==> src/efws_pkg.sv <==
// ----------------------------------------------------------------------------
// Earliest-free worker scheduler package
// Shared widths, heap entry type, sequencer states and key compare.
// ----------------------------------------------------------------------------
package efws_pkg;

  localparam int MAX_WORKERS = 64;
  localparam int IDX_W       = (MAX_WORKERS > 1) ? $clog2(MAX_WORKERS) : 1;
  localparam int CNT_W       = $clog2(MAX_WORKERS + 1);
  localparam int TIME_W      = 48;
  localparam int DUR_W       = 30;
  localparam int WID_W       = 6;
  localparam int CFG_W       = 7;

  typedef struct packed {
    logic [TIME_W-1:0] t;
    logic [IDX_W-1:0]  id;
  } entry_t;

  typedef struct packed {
    logic             en;
    logic [IDX_W-1:0] addr;
    entry_t           data;
  } heap_wr_t;

  typedef enum logic [2:0] {
    ST_IDLE,
    ST_READ_ROOT,
    ST_ROOT,
    ST_CMP_L,
    ST_CMP_R
  } state_t;

  // Order by free time, then by worker id.
  function automatic logic key_less(entry_t a, entry_t b);
    return a < b;
  endfunction

endpackage

==> src/efws_heap_mem.sv <==
// ----------------------------------------------------------------------------
// Heap entry memory
// One write port, two registered read ports. Per-entry valid bits make an
// unwritten entry read as free at time zero with its own worker id.
// ----------------------------------------------------------------------------
module efws_heap_mem import efws_pkg::*; (
  input  logic             clk,
  input  logic             rst,
  input  logic             clear,
  input  heap_wr_t         wr,
  input  logic [IDX_W-1:0] raddr_a,
  input  logic [IDX_W-1:0] raddr_b,
  output entry_t           rdata_a,
  output entry_t           rdata_b
);

  entry_t                 mem [MAX_WORKERS];
  logic [MAX_WORKERS-1:0] valid;
  entry_t                 mem_a;
  entry_t                 mem_b;
  logic                   vld_a;
  logic                   vld_b;
  logic [IDX_W-1:0]       addr_a;
  logic [IDX_W-1:0]       addr_b;

  always_ff @(posedge clk) begin
    if (wr.en) begin
      mem[wr.addr] <= wr.data;
    end
  end

  always_ff @(posedge clk) begin
    if (rst) begin
      valid <= '0;
    end else if (clear) begin
      valid <= '0;
    end else if (wr.en) begin
      valid[wr.addr] <= 1'b1;
    end
  end

  always_ff @(posedge clk) begin
    mem_a  <= mem[raddr_a];
    mem_b  <= mem[raddr_b];
    vld_a  <= valid[raddr_a];
    vld_b  <= valid[raddr_b];
    addr_a <= raddr_a;
    addr_b <= raddr_b;
  end

  assign rdata_a = vld_a ? mem_a : entry_t'{t: '0, id: addr_a};
  assign rdata_b = vld_b ? mem_b : entry_t'{t: '0, id: addr_b};

endmodule
==> config.mk <==
export PLATFORM = sky130hd
export DESIGN_NAME = efws_heap_mem
export DESIGN_NICKNAME = d
export VERILOG_FILES = /design/src/efws_pkg.sv /design/src/efws_heap_mem.sv
export SDC_FILE = /design/constraint.sdc
export NUM_CORES = 2
export LEC_CHECK = 0
export BUFFER_PORTS_ARGS = -buffer_cell sky130_fd_sc_hd__buf_2
export CAP_MARGIN = 40
export CORE_MARGIN = 2
export CORE_UTILIZATION = 44
export CTS_CLUSTER_DIAMETER = 60
export DETAILED_ROUTE_END_ITERATION = 8
export GPL_ROUTABILITY_DRIVEN = 0
export SLEW_MARGIN = 10
export SYNTH_ARGS = -nofsm -noshare
export SYNTH_HDL_FRONTEND = slang
export SYNTH_SLANG_ARGS = --single-unit
export TNS_END_PERCENT = 20
==> constraint.sdc <==
create_clock -name clk -period 5.71 [get_ports clk]
set_input_delay 0.2855 -clock clk [delete_from_list [all_inputs] [get_ports clk]]
set_output_delay 0.2855 -clock clk [all_outputs]
set_load 0.01 [all_outputs]
Word level (Yosys, flattened, before mapping)
Memory sizes are Yosys's and may differ from the RTL's. A register that Yosys moved wholly into a read port is not among the register bits.
Cells that the tools add are included.

cells by class
  magnitude comparators = 4
  mux-type cells = 10
  bitwise gates (word level) = 1
  reduce and logical (&&, ||, !) cells = 2

operator list
  kind                                                                   count
  54-bit two-way mux                                                     2
  64-bit OR                                                              1
  6-bit by 7-bit < comparator with 1-bit output, second input constant   3
  1-bit binary-select mux with 6-bit select                              2
  1-bit demux with 6-bit select                                          1
  6-bit by 1-bit >= comparator with 1-bit output, second input constant  1
  1-bit two-way mux                                                      5
  2-bit OR reduction                                                     1
  1-bit logical AND                                                      1

word-level totals
  flip-flop bits (word level) = 78
  RAM bits = 3456
  bits of input ports = 76
  output and inout bits = 108
  word-level logic and storage cells = 23
  memories kept = 1

memory list
  memory  words  bits a word  rd ports  clocked after memory_dff  wr ports  line                 text
  mem     64     54           2         2                         1         efws_heap_mem.sv:17  entry_t mem [MAX_WORKERS];

Depth between registers and ports, before layout
  depth in word-level cells = 5
  depth in mapped cells = 10
  gate-level depth less buffers = 5

Worst setup path after synthesis
OpenSTA, ideal clock, no wires.

  path type = input -> register
  start = input wr[60] (netlist bit)
  end = memory mem[40][0] (netlist bit) (enable)
  setup time = 535 ps
  data arrival time = 4495 ps
  data required time = 5175 ps
  setup slack = 681 ps
  cell stages on the path = 3
  buffers on the path = 0
  path through = nor2b_1 > nand3_1 > nor3_1

on the way
  cells in the longest elaborated chain, start to end = 2

ends and longest elaborated chain
  what                                     line                 text
  from (decl)                              efws_heap_mem.sv:10  input heap_wr_t wr,
  1-bit two-way mux                        efws_heap_mem.sv:27  if (wr.en) begin
  1-bit two-way mux (not written as such)  efws_heap_mem.sv:28  mem[wr.addr] <= wr.data;
  to (decl)                                efws_heap_mem.sv:17

No other way between the ends.

==> summary.txt <==
most area-consuming cells after synthesis -> edfxtp_1 (64%), mux4_2 (24%), dfxtp_1 (2.3%), o22ai_1 (1.3%), a22oi_1 (1.3%)
Post-Syn Nets -> 7973
status -> finished, violations left
Total GRT Usage -> 0.326
share of layout cells above drive strength 1 -> 0.362
Fin Setup TNS -> 0 ns
Row Count -> 223
RSZ-0062 raised after global routing -> false
MaxCap Viol Count -> 0
fin crit share -> 0.581
Crit Path Category -> primary input to flip-flop
Reg-to-Reg End -> mem_b[43]$_DFF_P_
Die ar. -> 374000 um2
Worst EP required -> 6.60 ns
Power Total -> 0.0610 W
Antenna Nets Post-Route -> 0
Sink Count -> 3642
first-pass GRT wire length -> 829 mm
Pre-Repair DR Iteration Count -> 6
count leader, synth -> edfxtp_1
Synth top cells by count -> edfxtp_1 (3456), mux4_2 (1741), clkbuf_1 (339)
Max Slew Vio Count -> 0
worst-margin pin slew -> 1.04 ns
Core Region -> 368000 um2
worst endpoint data arrival time -> 4.21 ns
Post-Syn Area -> 162000 um2
Layout Area Growth over Synthesis -> 15.0%
P per Cell Area -> 327 nW/um2
via count -> 98600
Routed Wire Length -> 615 mm
DR WL/cell -> 45.0 um
Ys Warns -> 0
FMAX -> 302 MHz
Hold Path Sink -> addr_a[0]$_DFF_P_
hold_sp -> raddr_a[0]
VDD IR-drop max -> 0.239 mV
initial antenna violation count -> 82
CTS tree -> yes
DR vias/cell -> 7.21
IO Pins -> 184
sequential share of the synthesized area -> 0.662
clk_lat worst skew -> 0.99 ns
CTS Buffer Depth -> 4
Post-Place Cells -> 12700
post_cts resized -> 0
top_reg_cell synth -> edfxtp_1
number of global-route vias before repair -> 97600
Root Buffer -> clkbuf_16
Async SR Flop Fraction -> 0
H-tree depth reported by CTS -> 5
Worst slew margin -> 0.305
Reg2Reg Setup Slack -> 3.30 ns
DP Wirelength -> 368 mm
setup violators final -> 0
hold depth -> 2
final-stage net count -> 8414
Num CTS Buffers -> 404
CP startpoint kind -> primary input
DR iter-0 viols -> 16000
grt ovf -> 0
initial core utilization -> 0.441
Hold Violations, Final -> 2
Synth top area share -> 0.639
cells after synthesis -> 7897
IO buf count -> 183
setup repair bufs after CTS -> 0
Crit Path Max Fanout -> 16
Remaining DRCs -> 0
post-synthesis average cell area -> 20.6 um2
Hold Path Class -> primary input to flip-flop
routed wl met3 -> 77.9 mm
largest net degree at the start of global routing -> 110
Synth area leader -> edfxtp_1
Post-synth EDFFs -> 3456
Worst setup EP type -> flip-flop
Yosys cell types -> 40
reg-to-reg startpoint -> mem[2][43]$_DFFE_PP_
clock slew at reported path FFs -> 0.06 ns
final hold slack -> -0.0818 ns
routed length on met1 -> 216 mm
WL met2 -> 283 mm
#FFs+latches synth -> 3642
final worst path period need -> 3.32 ns
LEAKAGE -> 58.0 nW
Top Metal Used -> met5
worst r2r path cells -> 5
Die Wd -> 611 um
failing checks -> negative hold slack
Die Y -> 611 um
final cell count without fillers -> 13700
Clock Skew -> 0.0511 ns
final-layout fill cell count -> 29000
[metal layers]
metal  global-route usage  vias up
met5             0.000775        -
met4                0.180       35
met3               0.0821     1514
met2                0.497     7716
met1                0.432    53300
li1                     -    36000
[state kept, by name, indices dropped and copies added (netlist names)]
register and count:
mem_b 54, vld_a 1, mem_a 54, mem 3456
addr_b 6, addr_a 6, vld_b 1, valid 64
[cell families (layout without fill, tap and decap cells)]
family	after synthesis	count (layout)	synth area share
compound gates	1076	1076	0.0474
mux	1880	1880	0.251
flops	3642	3642	0.662
buf+inv	655	1439	0.0180
other cells	0	155	0
simple gates	644	644	0.0215
[worst max-delay path, cell delays in order]
cell and delay (ns):
dlygate4sd3_1 0.53, buf_4 0.41, buf_4 0.46, nor2_1 0.12
nand2_4 0.52, buf_4 0.52, buf_4 0.34, o22ai_1 0.11
nor4_1 0.54, o21a_1 0.19
[stage by stage]
stage	worst slack [ns]	area [um2]	util
3_3_place_gp	1.85	170000	0.463
6_report	2.39	187000	0.507
5_1_grt	2.45	187000	0.507
3_5_place_dp	2.13	172000	0.468
4_1_cts	2.58	186000	0.506
2_1_floorplan	0.681	162000	-
[worst max-delay path by stage]
| stage | start | to | slack (ns) | cells past startpoint |
|---|---|---|---|---|
| 2_1_floorplan | wr[60] | mem[40][0]$_DFFE_PP_ | 0.68 | 3 |
| 3_3_place_gp | raddr_b[4] | mem_b[29]$_DFF_P_ | 1.85 | 9 |
| 3_5_place_dp | raddr_b[4] | mem_b[14]$_DFF_P_ | 2.13 | 9 |
| 4_1_cts | raddr_b[4] | mem_b[14]$_DFF_P_ | 2.58 | 10 |
| 5_1_grt | raddr_b[4] | mem_b[14]$_DFF_P_ | 2.45 | 10 |
| 6_report | raddr_b[4] | mem_b[14]$_DFF_P_ | 2.39 | 10 |
[what timing repair did]
| action | CTS | global route |
|---|---|---|
| hold endpoints to repair | 3048 | 192 |
| endpoints found under the setup margin | 0 | 0 |
| hold buffers | 60 | 3 |
[placed cells by master (no fill, tap or decap), types with 25 or more instances in the layout]
cell type,instances
clkbuf_8,25
nand2_1,50
clkinv_1,54
and3_1,50
clkbuf_16,410
nor2b_1,96
nor4_1,36
buf_16,28
mux2_2,71
o21ai_0,26
a211oi_1,85
clkinv_2,64
mux2i_1,68
and2_1,100
nand3_1,115
o21a_1,82
mux4_2,1741
a21oi_1,57
buf_12,120
buf_2,175
diode_2,155
a22oi_1,273
dfxtp_1,184
o221ai_1,158
buf_4,292
clkbuf_1,101
nor2_4,64
dlygate4sd3_1,63
bufinv_16,35
o22ai_1,338
edfxtp_1,3456
nor2_1,31
[report_power, final]
part	switching, W	leakage [nW]	internal [W]
logic	0.00296	18.9	0.00192
registers	0.000362	32.6	0.0295
clock network	0.0111	6.41	0.0151
total	0.0144	58.0	0.0466
[layout make-up]
cell class,instances,area (um2),share of cell area
flip-flops and latches,3642,108000,0.576
well taps,4837,6050,0.0324
diodes,155,388,0.00208
clock inverters,213,2190,0.0117
clock buffers,536,11000,0.0588
multi-input cells,3600,52500,0.281
repair buffers,690,7030,0.0377
Note: power is estimated with default switching activity, not from simulation.
